--- src/hw/rtl/overlap_add_fir_convolver_top_assert.svh ---
// assertion macros for the overlap-add convolver
`ifndef OVERLAP_ADD_FIR_CONVOLVER_TOP_ASSERT_SVH
`define OVERLAP_ADD_FIR_CONVOLVER_TOP_ASSERT_SVH

// antecedent implies consequent in the same cycle
`define OFC_ASSERT_IMPLIES(lbl, clk, rstn, ante, cons, msg) \
    lbl: assert property (@(posedge clk) disable iff (!rstn) (ante) |-> (cons)) \
        else $error(msg);

// condition holds at every clock edge out of reset
`define OFC_ASSERT_ALWAYS(lbl, clk, rstn, cond, msg) \
    lbl: assert property (@(posedge clk) disable iff (!rstn) (cond)) \
        else $error(msg);

`endif

--- src/hw/rtl/ofc_pkg.sv ---
// shared types and constants of the overlap-add convolver
package ofc_pkg;

    localparam int SAMPLE_W   = 16;
    localparam int TAP_W      = 16;
    localparam int PROD_W     = SAMPLE_W + TAP_W;
    localparam int RESULT_W   = 36;
    localparam int MAX_TAPS   = 16;
    localparam int TAP_IW     = 4;
    localparam int TAIL_DEPTH = 15;
    localparam int TAIL_IW    = 4;
    localparam int ADDR_W     = 6;
    localparam int DATA_W     = 64;

    // register index, paddr[5:3]
    localparam logic [2:0] REG_TAP_COUNT    = 3'd0;
    localparam logic [2:0] REG_BLOCK_LENGTH = 3'd1;
    localparam logic [2:0] REG_TAPS_0_3     = 3'd2;
    localparam logic [2:0] REG_TAPS_4_7     = 3'd3;
    localparam logic [2:0] REG_TAPS_8_11    = 3'd4;
    localparam logic [2:0] REG_TAPS_12_15   = 3'd5;

    typedef struct packed {
        logic                       final_sample;
        logic signed [SAMPLE_W-1:0] sample;
    } in_t;

    typedef struct packed {
        logic                       sequence_end;
        logic                       last_of_run;
        logic signed [RESULT_W-1:0] result;
    } out_t;

    typedef struct packed {
        logic [MAX_TAPS-1:0][TAP_W-1:0] taps;
        logic [5:0]                     block_length;
        logic [4:0]                     tap_count;
    } cfg_t;

    // control that travels with one multiply-accumulate issue
    typedef struct packed {
        logic act;
        logic term;
        logic first;
        logic last;
    } mac_ctl_t;

endpackage

--- src/hw/rtl/ofc_ram.sv ---
// generic single-port-write ram with registered read
module ofc_ram #(
    parameter int WIDTH = 16,
    parameter int DEPTH = 48
) (
    input  logic                                       aclk,
    input  logic                                       we,
    input  logic [((DEPTH > 1) ? $clog2(DEPTH) : 1)-1:0] waddr,
    input  logic [WIDTH-1:0]                           wdata,
    input  logic [((DEPTH > 1) ? $clog2(DEPTH) : 1)-1:0] raddr,
    output logic [WIDTH-1:0]                           rdata
);
    logic [WIDTH-1:0] mem_reg [DEPTH];
    logic [WIDTH-1:0] rdata_reg;

    always_ff @(posedge aclk) begin
        if (we) begin
            mem_reg[waddr] <= wdata;
        end
        rdata_reg <= mem_reg[raddr];
    end

    assign rdata = rdata_reg;
endmodule

--- src/hw/rtl/ofc_cfg.sv ---
// apb register file: tap count, block length and packed taps
module ofc_cfg (
    input  logic                        aclk,
    input  logic                        aresetn,
    input  logic                        psel,
    input  logic                        penable,
    input  logic                        pwrite,
    input  logic [ofc_pkg::ADDR_W-1:0]  paddr,
    input  logic [ofc_pkg::DATA_W-1:0]  pwdata,
    output logic [ofc_pkg::DATA_W-1:0]  prdata,
    output logic                        pready,
    output ofc_pkg::cfg_t               cfg
);
    import ofc_pkg::*;

    cfg_t       cfg_reg, cfg_next;
    logic [2:0] idx;
    logic       wr_en;

    assign idx    = paddr[ADDR_W-1:3];
    assign wr_en  = psel && penable && pwrite;
    assign pready = 1'b1;

    always_comb begin
        cfg_next = cfg_reg;
        if (wr_en) begin
            unique case (idx)
                REG_TAP_COUNT:    cfg_next.tap_count      = pwdata[4:0];
                REG_BLOCK_LENGTH: cfg_next.block_length   = pwdata[5:0];
                REG_TAPS_0_3:     cfg_next.taps[3:0]      = pwdata;
                REG_TAPS_4_7:     cfg_next.taps[7:4]      = pwdata;
                REG_TAPS_8_11:    cfg_next.taps[11:8]     = pwdata;
                REG_TAPS_12_15:   cfg_next.taps[15:12]    = pwdata;
                default:          cfg_next = cfg_reg;
            endcase
        end
    end

    always_comb begin
        unique case (idx)
            REG_TAP_COUNT:    prdata = {{(DATA_W-5){1'b0}}, cfg_reg.tap_count};
            REG_BLOCK_LENGTH: prdata = {{(DATA_W-6){1'b0}}, cfg_reg.block_length};
            REG_TAPS_0_3:     prdata = cfg_reg.taps[3:0];
            REG_TAPS_4_7:     prdata = cfg_reg.taps[7:4];
            REG_TAPS_8_11:    prdata = cfg_reg.taps[11:8];
            REG_TAPS_12_15:   prdata = cfg_reg.taps[15:12];
            default:          prdata = '0;
        endcase
    end

    always_ff @(posedge aclk) begin
        if (!aresetn) begin
            cfg_reg.tap_count    <= 5'd1;
            cfg_reg.block_length <= 6'd8;
            cfg_reg.taps         <= '0;
        end else begin
            cfg_reg <= cfg_next;
        end
    end

    assign cfg = cfg_reg;
endmodule

--- src/hw/rtl/ofc_mac.sv ---
// shared pipelined multiply-accumulate unit
module ofc_mac (
    input  logic                                 aclk,
    input  logic                                 aresetn,
    input  ofc_pkg::mac_ctl_t                    iss_ctl,
    input  logic signed [ofc_pkg::RESULT_W-1:0]  iss_init,
    input  logic signed [ofc_pkg::TAP_W-1:0]     iss_tap,
    input  logic signed [ofc_pkg::SAMPLE_W-1:0]  rd_sample,
    output logic signed [ofc_pkg::RESULT_W-1:0]  acc,
    output logic                                 done
);
    import ofc_pkg::*;

    mac_ctl_t                   ctl_s1_reg, ctl_s2_reg;
    logic signed [TAP_W-1:0]    tap_s1_reg;
    logic signed [RESULT_W-1:0] init_s1_reg, init_s2_reg;
    logic signed [PROD_W-1:0]   prod_full;
    logic signed [PROD_W-1:0]   prod_reg, prod_next;
    logic signed [RESULT_W-1:0] acc_reg, acc_next;
    logic                       done_reg, done_next;

    // sample read data lines up with stage one
    // product kept in its own signed context so both factors sign-extend
    assign prod_full = tap_s1_reg * rd_sample;
    assign prod_next = ctl_s1_reg.term ? prod_full : '0;

    always_comb begin
        acc_next  = acc_reg;
        done_next = ctl_s2_reg.act && ctl_s2_reg.last;
        if (ctl_s2_reg.act) begin
            acc_next = (ctl_s2_reg.first ? init_s2_reg : acc_reg) + RESULT_W'(prod_reg);
        end
    end

    always_ff @(posedge aclk) begin
        if (!aresetn) begin
            ctl_s1_reg <= '0;
            ctl_s2_reg <= '0;
            done_reg   <= 1'b0;
        end else begin
            ctl_s1_reg <= iss_ctl;
            ctl_s2_reg <= ctl_s1_reg;
            done_reg   <= done_next;
        end
    end

    always_ff @(posedge aclk) begin
        tap_s1_reg  <= iss_tap;
        init_s1_reg <= iss_init;
        init_s2_reg <= init_s1_reg;
        prod_reg    <= prod_next;
        acc_reg     <= acc_next;
    end

    assign acc  = acc_reg;
    assign done = done_reg;
endmodule

--- src/hw/rtl/overlap_add_fir_convolver_top.sv ---
// top level of the overlap-add block convolver
//
// input channel s_valid/s_ready/s_data carries one signed sample per transfer,
// with final_sample marking the last sample of a sequence. samples are stored
// until a block of block_length closes (or final_sample arrives), then the
// block is convolved with tap_count taps through one shared multiply-accumulate
// unit and results leave on m_valid/m_ready/m_data.
// a sample that does not close a block is only stored, and s_ready stays high.
// a closing sample makes c+M-1 sums (c samples held); each sum is issued tap
// by tap through the mac, passes its pipeline registers, and a final step hands
// the sum to the output register or the overlap tail. a full block sends c
// results, a final block c+M-1, and last_of_run flags the last one.
// s_ready is low from a closing transfer until its last sum is done.
// the output register holds one result; if the receiver stalls the sequencer
// waits on it, and the next sample can be taken while the final result waits.
// reset (aresetn low, synchronous) clears the fill count, the overlap tail,
// the sequencer and the output valid; registers return to M=1, L=8, taps zero.
// configuration is over apb, 64-bit registers at 8-byte spacing.
`include "overlap_add_fir_convolver_top_assert.svh"

module overlap_add_fir_convolver_top #(
    parameter int MAX_BLOCK = 48
) (
    input  logic                        aclk,
    input  logic                        aresetn,
    // sample channel
    input  logic                        s_valid,
    output logic                        s_ready,
    input  ofc_pkg::in_t                s_data,
    // result channel
    output logic                        m_valid,
    input  logic                        m_ready,
    output ofc_pkg::out_t               m_data,
    // configuration
    input  logic                        psel,
    input  logic                        penable,
    input  logic                        pwrite,
    input  logic [ofc_pkg::ADDR_W-1:0]  paddr,
    input  logic [ofc_pkg::DATA_W-1:0]  pwdata,
    output logic [ofc_pkg::DATA_W-1:0]  prdata,
    output logic                        pready
);
    import ofc_pkg::*;

    localparam int AW = (MAX_BLOCK > 1) ? $clog2(MAX_BLOCK) : 1;
    localparam int FW = $clog2(MAX_BLOCK + 1);
    localparam int JW = $clog2(MAX_BLOCK + TAIL_DEPTH + 1);

    typedef enum logic [3:0] {
        ST_IDLE = 4'b0001,
        ST_MAC  = 4'b0010,
        ST_WAIT = 4'b0100,
        ST_OUT  = 4'b1000
    } state_t;

    cfg_t cfg;

    state_t         state_reg, state_next;
    logic [FW-1:0]  fill_reg, fill_next;
    logic [FW-1:0]  c_reg, c_next;
    logic           fin_reg, fin_next;
    logic [JW-1:0]  j_reg, j_next;
    logic [TAP_IW-1:0] k_reg, k_next;
    logic           m_valid_reg, m_valid_next;
    out_t           m_data_reg, m_data_next;

    logic signed [RESULT_W-1:0] tail_reg  [TAIL_DEPTH];
    logic signed [RESULT_W-1:0] tail_next [TAIL_DEPTH];

    // effective configuration
    logic [4:0]    eff_m;
    logic [FW-1:0] eff_l;

    // sample write side
    logic          s_fire;
    logic [FW-1:0] wr_idx, count_after;
    logic          closes;

    // sequencer terms
    logic [JW-1:0] total_w, emit_w, diff_w, tw_diff;
    logic          term, first_k, last_k, tail_hit, emit_now, out_free, advance;
    logic [TAIL_IW-1:0] tidx;

    // mac interface
    mac_ctl_t                   iss_ctl;
    logic signed [RESULT_W-1:0] iss_init;
    logic signed [TAP_W-1:0]    iss_tap;
    logic signed [SAMPLE_W-1:0] rd_sample;
    logic signed [RESULT_W-1:0] mac_acc;
    logic                       mac_done;
    logic [AW-1:0]              rd_addr;

    ofc_cfg u_cfg (
        .aclk    (aclk),
        .aresetn (aresetn),
        .psel    (psel),
        .penable (penable),
        .pwrite  (pwrite),
        .paddr   (paddr),
        .pwdata  (pwdata),
        .prdata  (prdata),
        .pready  (pready),
        .cfg     (cfg)
    );

    // zero counts as one, too large clamps to the maximum
    always_comb begin
        if (cfg.tap_count == 5'd0) begin
            eff_m = 5'd1;
        end else if (cfg.tap_count > 5'(MAX_TAPS)) begin
            eff_m = 5'(MAX_TAPS);
        end else begin
            eff_m = cfg.tap_count;
        end
        if (cfg.block_length == 6'd0) begin
            eff_l = FW'(1);
        end else if (cfg.block_length > 6'(MAX_BLOCK)) begin
            eff_l = FW'(MAX_BLOCK);
        end else begin
            eff_l = FW'(cfg.block_length);
        end
    end

    assign s_ready     = (state_reg == ST_IDLE);
    assign s_fire      = s_valid && s_ready;
    assign wr_idx      = (fill_reg >= FW'(MAX_BLOCK)) ? FW'(MAX_BLOCK - 1) : fill_reg;
    assign count_after = wr_idx + FW'(1);
    assign closes      = s_data.final_sample || (count_after >= eff_l);

    ofc_ram #(
        .WIDTH (SAMPLE_W),
        .DEPTH (MAX_BLOCK)
    ) u_block_store (
        .aclk  (aclk),
        .we    (s_fire),
        .waddr (wr_idx[AW-1:0]),
        .wdata (s_data.sample),
        .raddr (rd_addr),
        .rdata (rd_sample)
    );

    // output j sums taps k against sample j-k of the held block
    assign total_w  = JW'(c_reg) + JW'(eff_m) - JW'(1);
    assign emit_w   = fin_reg ? total_w : JW'(c_reg);
    assign diff_w   = j_reg - JW'(k_reg);
    assign rd_addr  = diff_w[AW-1:0];
    assign term     = (JW'(k_reg) <= j_reg) && (diff_w < JW'(c_reg));
    assign first_k  = (k_reg == '0);
    assign last_k   = (5'(k_reg) == eff_m - 5'd1);
    assign tail_hit = (j_reg < JW'(eff_m) - JW'(1));
    assign tidx     = j_reg[TAIL_IW-1:0];
    assign tw_diff  = j_reg - JW'(c_reg);

    assign emit_now = (j_reg < emit_w);
    assign out_free = !m_valid_reg || m_ready;
    assign advance  = (state_reg == ST_OUT) && (!emit_now || out_free);

    always_comb begin
        iss_ctl       = '0;
        iss_ctl.act   = (state_reg == ST_MAC);
        iss_ctl.term  = term;
        iss_ctl.first = first_k;
        iss_ctl.last  = last_k;
        iss_tap       = cfg.taps[k_reg];
        iss_init      = (first_k && tail_hit) ? tail_reg[tidx] : '0;
    end

    ofc_mac u_mac (
        .aclk      (aclk),
        .aresetn   (aresetn),
        .iss_ctl   (iss_ctl),
        .iss_init  (iss_init),
        .iss_tap   (iss_tap),
        .rd_sample (rd_sample),
        .acc       (mac_acc),
        .done      (mac_done)
    );

    // sequencer
    always_comb begin
        state_next = state_reg;
        fill_next  = fill_reg;
        c_next     = c_reg;
        fin_next   = fin_reg;
        j_next     = j_reg;
        k_next     = k_reg;
        unique case (state_reg)
            ST_IDLE: begin
                if (s_fire) begin
                    if (closes) begin
                        c_next     = count_after;
                        fin_next   = s_data.final_sample;
                        fill_next  = '0;
                        j_next     = '0;
                        k_next     = '0;
                        state_next = ST_MAC;
                    end else begin
                        fill_next = count_after;
                    end
                end
            end
            ST_MAC: begin
                k_next = k_reg + TAP_IW'(1);
                if (last_k) begin
                    state_next = ST_WAIT;
                end
            end
            ST_WAIT: begin
                if (mac_done) begin
                    state_next = ST_OUT;
                end
            end
            ST_OUT: begin
                if (advance) begin
                    j_next = j_reg + JW'(1);
                    k_next = '0;
                    state_next = (j_reg + JW'(1) == total_w) ? ST_IDLE : ST_MAC;
                end
            end
            default: state_next = ST_IDLE;
        endcase
    end

    // overlap tail: cleared as it is read, refilled from sums past the block
    always_comb begin
        for (int i = 0; i < TAIL_DEPTH; i++) begin
            tail_next[i] = tail_reg[i];
            if (state_reg == ST_MAC && first_k) begin
                if (j_reg == '0 && 5'(i) >= eff_m - 5'd1) begin
                    tail_next[i] = '0;
                end
                if (tail_hit && tidx == TAIL_IW'(i)) begin
                    tail_next[i] = '0;
                end
            end
            if (advance && !fin_reg && !emit_now && tw_diff[TAIL_IW-1:0] == TAIL_IW'(i)) begin
                tail_next[i] = mac_acc;
            end
        end
    end

    // output register
    always_comb begin
        m_valid_next = m_valid_reg;
        m_data_next  = m_data_reg;
        if (m_ready) begin
            m_valid_next = 1'b0;
        end
        if (advance && emit_now) begin
            m_valid_next             = 1'b1;
            m_data_next.result       = mac_acc;
            m_data_next.last_of_run  = (j_reg + JW'(1) == emit_w);
            m_data_next.sequence_end = (j_reg + JW'(1) == emit_w) && fin_reg;
        end
    end

    always_ff @(posedge aclk) begin
        if (!aresetn) begin
            state_reg   <= ST_IDLE;
            fill_reg    <= '0;
            c_reg       <= '0;
            fin_reg     <= 1'b0;
            j_reg       <= '0;
            k_reg       <= '0;
            m_valid_reg <= 1'b0;
            for (int i = 0; i < TAIL_DEPTH; i++) begin
                tail_reg[i] <= '0;
            end
        end else begin
            state_reg   <= state_next;
            fill_reg    <= fill_next;
            c_reg       <= c_next;
            fin_reg     <= fin_next;
            j_reg       <= j_next;
            k_reg       <= k_next;
            m_valid_reg <= m_valid_next;
            for (int i = 0; i < TAIL_DEPTH; i++) begin
                tail_reg[i] <= tail_next[i];
            end
        end
    end

    always_ff @(posedge aclk) begin
        m_data_reg <= m_data_next;
    end

    assign m_valid = m_valid_reg;
    assign m_data  = m_data_reg;

    // mac finishes a sum only while the sequencer waits for it
    `OFC_ASSERT_IMPLIES(a_done_in_wait, aclk, aresetn, mac_done, state_reg == ST_WAIT, "mac done outside wait")
    // fill count never reaches the store depth
    `OFC_ASSERT_ALWAYS(a_fill_bound, aclk, aresetn, fill_reg < FW'(MAX_BLOCK), "fill count overflow")
    // the end of a sequence is always the last result of its run
    `OFC_ASSERT_IMPLIES(a_end_is_last, aclk, aresetn, m_valid_reg && m_data_reg.sequence_end, m_data_reg.last_of_run, "sequence end without last of run")
endmodule
--- config.mk ---
export PLATFORM = sky130hd
export DESIGN_NAME = overlap_add_fir_convolver_top
export DESIGN_NICKNAME = d
export VERILOG_FILES = /design/src/hw/rtl/ofc_pkg.sv /design/src/hw/rtl/ofc_ram.sv /design/src/hw/rtl/ofc_cfg.sv /design/src/hw/rtl/ofc_mac.sv /design/src/hw/rtl/overlap_add_fir_convolver_top.sv
export VERILOG_INCLUDE_DIRS = /design/src /design/src/hw/rtl
export SDC_FILE = /design/constraint.sdc
export NUM_CORES = 2
export LEC_CHECK = 0
export BUFFER_PORTS_ARGS = -buffer_cell sky130_fd_sc_hd__buf_2
export CELL_PAD_IN_SITES_DETAIL_PLACEMENT = 0
export CELL_PAD_IN_SITES_GLOBAL_PLACEMENT = 1
export CORE_MARGIN = 5
export CORE_UTILIZATION = 45
export DETAILED_ROUTE_END_ITERATION = 8
export PLACE_DENSITY_LB_ADDON = 0.08
export SLEW_MARGIN = 20
export SYNTH_ARGS = -nofsm -noshare
export SYNTH_HDL_FRONTEND = slang
export SYNTH_SLANG_ARGS = --single-unit
--- constraint.sdc ---
create_clock -name aclk -period 5.8 [get_ports aclk]
set_input_delay 0.87 -clock aclk [delete_from_list [all_inputs] [get_ports aclk]]
set_output_delay 0.87 -clock aclk [all_outputs]
set_load 0.1 [all_outputs]
======== After elaboration in Yosys (flattened, before gate mapping) ========
Memories as Yosys holds them, arrays and structs flattened. A register that Yosys moved wholly into a read port is not among the register bits.
Cells that the tools add are included.
storage, ports and cells
  bits in registers ....................... 461
  bits in writable memories ............... 1308
  input port bits ......................... 94
  output and inout port bits .............. 105
  logic and storage cells ................. 374
  memories kept ........................... 2
cells by class
  add/subtract/negate cells ............... 10
  $mul .................................... 1
  magnitude comparators ................... 24
  equal/unequal tests ..................... 75
  mux-type cells .......................... 107
  bitwise operators ....................... 15
  reductions and logical operators ........ 100
memories
  memory                 words  width  read ports  clocked after memory_dff  wr ports  line                                 text
  u_block_store.mem_reg  48     16     1           1                         1         ofc_ram.sv:13                        logic [WIDTH-1:0] mem_reg [DEPTH];
  tail_reg               15     36     1           1                         15        overlap_add_fir_convolver_top.sv:67  logic signed [RESULT_W-1:0] tail_reg [TAIL_DEPTH];
operators with widths
  kind                                                               number
  2-to-1 mux 36 bit                                                  76
  case mux 64 bit (6 select lines)                                   1
  binary-select mux 16 bit (select 4 bit)                            1
  equality test 4 bit (second input constant)                        15
  inequality test 4 bit (second input constant)                      15
  logical AND 1 bit                                                  57
  2-to-1 mux 6 bit                                                   8
  AND reduction 3 bit                                                16
  adder 36 x 32 -> 36 bit                                            1
  equality test 4 x 3 -> 1 bit (second input constant)               9
  greater-or-equal comparator 4 x 5 -> 1 bit (first input constant)  7
  inequality test 2 bit (second input constant)                      17
  multiplier 16 x 16 -> 32 bit                                       1
  2-to-1 mux 4 bit                                                   8
  equality test 4 x 2 -> 1 bit (second input constant)               5
  greater-or-equal comparator 3 x 5 -> 1 bit (first input constant)  4
  less-than comparator 6 bit                                         3
  2-to-1 mux 16 bit                                                  1
  case mux 4 bit (4 select lines)                                    1
  bitwise OR 1 bit                                                   15
  AND reduction 2 bit                                                7
  adder 6 x 1 -> 6 bit (second input constant)                       2
  equality test 4 x 1 -> 1 bit (second input constant)               3
  equality test 6 bit                                                2
  other kinds (35)                                                   57

======== Depth between registers and ports, before layout ========
  depth in word-level cells ............... 16
  depth in mapped cells ................... 24
  gate-level depth less buffers ........... 23

======== Cells and area by module ========
A second synthesis with hierarchy kept.
second synthesis, totals
  cell total of the unflattened synthesis .. 6456
  area total of the unflattened synthesis .. 89206.8 sq um
by module, submodules not included
  module                         times used  cells each  area an instance (sq um)  seq. area each (sq um)
  overlap_add_fir_convolver_top  1           2166        31066.0                   17997.3
  ofc_ram                        1           1496        30279.0                   23382.4
  ofc_mac                        1           1615        16096.7                   3643.5
  ofc_cfg                        1           1179        11765.0                   5345.1

======== Worst setup path before layout ========
OpenSTA, ideal clock, no wires.
  kind .................................... reg-to-reg
  start ................................... register u_cfg.cfg_reg (netlist bit u_cfg.cfg[4])
  end ..................................... register m_data_reg (netlist bit m_data[0]), enable pin
  setup time .............................. 483 ps
  data arrival time ....................... 5845 ps
  data required time ...................... 5317 ps
  slack ................................... -528 ps
  stages on the path, launching flop included .. 19
  buffers on the path ..................... 1
  period minus slack after synthesis ...... 6328 ps
  cells stage by stage .................... dfxtp_1 -> inv_1 -> o21a_1 -> buf_2 -> inv_1 -> ha_1 -> inv_1 -> ha_1 -> fa_1 -> a21o_1 -> a21oi_1 -> xnor2_1 -> nand2_1 -> xnor2_1 -> ha_1 -> or3_1 -> o21ai_0 -> a21oi_1 -> nor3_1
on the way
  word-level cells in the longest chain between the ends .. 11
  elaborated cells on any way between the ends .. 12
  those cells by class .................... 2 x add/sub; 2 x order compare; 3 x mux; 5 x reduce/logical
RTL lines
  element                         line                                  text
  start, declared                 ofc_cfg.sv:16                         cfg_t cfg_reg, cfg_next;
  start signal, assigned          ofc_cfg.sv:57                         cfg_reg <= cfg_next;
  greater-than comparator 5 bit   overlap_add_fir_convolver_top.sv:110  end else if (cfg.tap_count > 5'(MAX_TAPS)) begin
  2-to-1 mux 5 bit                overlap_add_fir_convolver_top.sv:110
  2-to-1 mux 5 bit (*)            overlap_add_fir_convolver_top.sv:108  if (cfg.tap_count == 5'd0) begin
  adder 6 x 5 -> 6 bit (*)        overlap_add_fir_convolver_top.sv:143  assign total_w = JW'(c_reg) + JW'(eff_m) - JW'(1);
  subtractor 6 x 1 -> 6 bit (*)   overlap_add_fir_convolver_top.sv:143
  2-to-1 mux 6 bit (*)            overlap_add_fir_convolver_top.sv:144  assign emit_w = fin_reg ? total_w : JW'(c_reg);
  less-than comparator 6 bit (*)  overlap_add_fir_convolver_top.sv:154  assign emit_now = (j_reg < emit_w);
  zero test 1 bit                 overlap_add_fir_convolver_top.sv:156  assign advance = (state_reg == ST_OUT) && (!emit_now || out_free);
  logical OR 1 bit                overlap_add_fir_convolver_top.sv:156
  logical AND 1 bit               overlap_add_fir_convolver_top.sv:156
  logical AND 1 bit (*)           overlap_add_fir_convolver_top.sv:249  if (advance && emit_now) begin
  end signal, assigned            overlap_add_fir_convolver_top.sv:284  m_data_reg <= m_data_next;
  end, declared                   overlap_add_fir_convolver_top.sv:65   out_t m_data_reg, m_data_next;
Mark *: on every way between the ends. The rest lies on a longest branch, timed or not.
A chain may end at the register's enable or synchronous reset.

======== Worst setup path after layout ========
  start ................................... register u_mac.tap_s1_reg[11]
  end ..................................... register u_mac.prod_reg[31]
on the way
  word-level cells in the longest chain between the ends .. 1
RTL lines
  element                       line           text
  start, declared               ofc_mac.sv:15  logic signed [TAP_W-1:0] tap_s1_reg;
  start signal, assigned        ofc_mac.sv:48  tap_s1_reg <= iss_tap;
  multiplier 16 x 16 -> 32 bit  ofc_mac.sv:24  assign prod_full = tap_s1_reg * rd_sample;
  end signal, assigned          ofc_mac.sv:51  prod_reg <= prod_next;
  end, declared                 ofc_mac.sv:18  logic signed [PROD_W-1:0] prod_reg, prod_next;
Every way passes these cells.

==> reports/results.tsv <==
stage	metric	value	unit
routing	vias	52000	
logic_synthesis	ys_seq_area_share	57.57	%
grt	grt_pass1_wl	379.5	mm
routing	via_per_inst	5.566	
logic_synthesis	synth_fa_ha_area_share	8.459	%
routing	wl_per_cell	27.44	um
cts	cts_sinks	1821	
logic_synthesis	synthXorXnorAreaFrac	0.9525	%
sta	setup_violations	3	
logic_synthesis	yosysUniqueCellTypes	77	
setup_path	path_max_fanout	4	
logic_synthesis	synth-main-ff-cell	edfxtp_1	
power_and_ir_drop	p_per_area	330.1	nW/um2
sta	fmax	172.0	MHz
place	detailed_place_hpwl	168.4	mm
grt	grt_max_degree	98	
sta	holdWs	0.3080	ns
setup_path	max_stage_delay	0.56	ns
die	core_area	192800	um2
run_status	run_status	complete, but fails checks	
sta	worst_pin_slew	1.064	ns
layout	nets	7171	
cts	htreeDepth	4	
grt	overflow	0	
cts	clkTransAtPathRegs	0.07	ns
place	pre_cts_ws	-0.5603	ns
sta	slew_headroom	29.09	%
setup_path	crit_slowest_cell	fa_1	
cts	clkLatencyLatePin	0.85	ns
sta	layout_setup_ws	-0.01372	ns
routing	drt-pass1-iter-count	5	
layout	final_cell_area	100600	um2
die	die-height	450.6	um
cts	cts_root_buf	clkbuf_16	
setup_path	path_class	register to register	
die	fp-row-count	161	
flow_run	drv_cap	0	
die	dieWidth	450.6	um
logic_synthesis	synth.top_cell.area_share	47.51	%
cts	cts_buffers	193	
setup_path	cp_top_family	adder cells	
setup_path	path_buf_inv	7	
setup_path	critPathArrivalTime	6.52	ns
setup_path	cp-start-kind	register	
run_status	violations	setup timing	
setup_path	r2r_slack	-0.01	ns
place	gp_congestion	0.8337	
layout	areaGrowthSynthToFinish	15.16	%
logic_synthesis	yosysWarnings	0	
setup_path	endpoint_kind	register	
routing	drt_iter0_drc	3963	
setup_path	critPathRequiredTime	6.51	ns
place	dpl.cell_count	8959	
logic_synthesis	synth-simple-area-share	10.78	%
die	dieArea	203000	um2
logic_synthesis	muxShareOfSynthArea	13.22	%
logic_synthesis	synth_edf_count	1382	
logic_synthesis	synth-seq-cells	1821	
layout	final_cells	9342	
place	post_dp_cell_area	93410	um2
layout	largest_reg_flops	768	
power_and_ir_drop	totalPowerFinal	33210	uW
logic_synthesis	synth_top_area_cell	edfxtp_1	
logic_synthesis	synth_top_family_by_area	multiplexers	
sta	hold_violations	0	
grt	grt_pass1_vias	53779	
logic_synthesis	synth.most_common_cell	edfxtp_1	
logic_synthesis	synthesis.area	87360	um2
logic_synthesis	synthArstFlopShare	0	%
cts	cts_tree	built	
grt	antenna_found_initial	31	
sta	drv_slew	0	
sta	fin_crit_sh	100.2	%
sta	period_needed	5.814	ns
routing	routed_wl	256.3	mm
sta	rsz0062_at_grt	true	
power_and_ir_drop	p_leak	0.03679	uW
logic_synthesis	syn_inst	6289	
logic_synthesis	synth_commonest_cells	edfxtp_1 (1382), nand2_1 (829), and2_1 (694), mux4_2 (465), dfxtp_1 (439)	
layout	drive_gt1_share	22.47	%
logic_synthesis	synth_compound_area_share	5.758	%
setup_path	crit_path_cell_trace	buf_12 -> buf_4 -> nand2_1 -> fa_1 -> fa_2 -> inv_1 -> fa_1 -> inv_1 -> fa_1 -> fa_2 -> fa_1 -> inv_1 -> ha_4 -> nand4_1 -> buf_4 -> o31ai_4 -> nor3_2 -> buf_4 -> o21ai_2 -> a21oi_2 -> o2bb2ai_2 -> o21ai_1 -> xnor2_1 -> and2_1	
place	port-buffer-count	194	
logic_synthesis	syn_area_per_cell	13.89	um2
routing	drc	0	
hold_path	hp-class	input port to register	
grt	grt_usage	25.28	%
power_and_ir_drop	ir_worst_vdd	355.5	uV
setup_path	timing.critical_path.mode_cell	fa_1	
sta	skew	0.04351	ns
die	ios	199	
logic_synthesis	synthTopCellsByArea	edfxtp_1 (48%), mux4_2 (12%), dfxtp_1 (10%)	
cts	cts_max_path_buffers	3	
routing	drtAntennaViolNets	0	
die	start_util	45.31	%
-- where the power goes --
part           total (uW)  internal (uW)  leakage [uW]  switching (uW)
combinational        5560           2430        0.0169            3140
sequential          15100          14700        0.0168             391
clock               12600           7300       0.00314            5270
-- per-layer routing --
metal	routed length (um)	vias to the layer above	share of wire (%)	track usage (%)
met5	96	-	0.037	0
met4	5416	16	2.1	5.359
met3	11860	326	4.6	3.646
met2	128000	1248	50	43.18
met1	111000	27045	43	34.67
li1	-	23365	-	-
-- cells in the final DEF, fill, tap and decap left out, types with 39 or more instances in the layout --
master        n
and3_1       46
inv_1       338
a21oi_1      69
a22oi_1     131
nand2_1     818
mux4_2      465
xnor2_1      63
ha_1        156
nor2_1      146
o21ai_0      77
buf_2       193
edfxtp_1   1382
clkbuf_16   195
dfxtp_1     401
buf_12       50
a21boi_0    260
fa_1        253
mux2_2       43
nor2b_1      39
and2_1      680
mux2i_1      59
buf_4       281
-- per-stage QoR --
step / util (%) / TNS (ns)
6_report: 52.18 / -0.02365
5_1_grt: 52.17 / -2.128
4_1_cts: 52.06 / -0.08597
3_5_place_dp: 48.46 / -5.149
3_3_place_gp: 48.46 / -4.829
2_1_floorplan: - / 0
-- cell families after synthesis --
family / Yosys count
and+or+nand+nor: 1907
AOI/OAI and AO/OA: 719
buffers and inverters: 748
DFF: 1821
adders and majority gates: 431
xor gates and xnor gates: 95
muxes: 567
other: 1
-- tightest hold or removal path, cell delays in order --
cell      delay, ns
buf_2          0.12
nand2_1        0.05
a21boi_0       0.06
-- layout make-up --
| type | count | area (um2) |
|---|---|---|
| Sequential cell | 1821 | 50390 |
| Fill cell | 16169 | 92180 |
| Inverter | 357 | 1340 |
| Tap cell | 2526 | 3161 |
| Antenna cell | 11 | 27.53 |
| Timing Repair Buffer | 552 | 4403 |
| Clock inverter | 104 | 1182 |
| Multi-Input combinational cell | 3721 | 34840 |
| Clock buffer | 250 | 5256 |
-- what timing repair did --
action / 4_1_cts / 5_1_grt
hold endpoints to repair: 0 / 0
hold buffers: 0 / 0
gates cloned: 0 / 0
endpoints found under the setup margin: 17 / 15
setup buffers: 18 / 4
pin swaps: 67 / 40
resized for setup: 126 / 52
-- final timing paths --
| kind | end | cells past startpoint | start |
|---|---|---|---|
| setup / recovery | u_mac.prod_reg[31] | 24 | u_mac.tap_s1_reg[11] |
| hold / removal | u_cfg.cfg[44] | 3 | pwdata[33] |
| setup reg to reg | u_mac.prod_reg[31] | 24 | u_mac.tap_s1_reg[11] |
| hold reg to reg | u_mac.init_s2_reg[11] | 0 | u_mac.init_s1_reg[11] |
(Power assumes the default switching activity.)
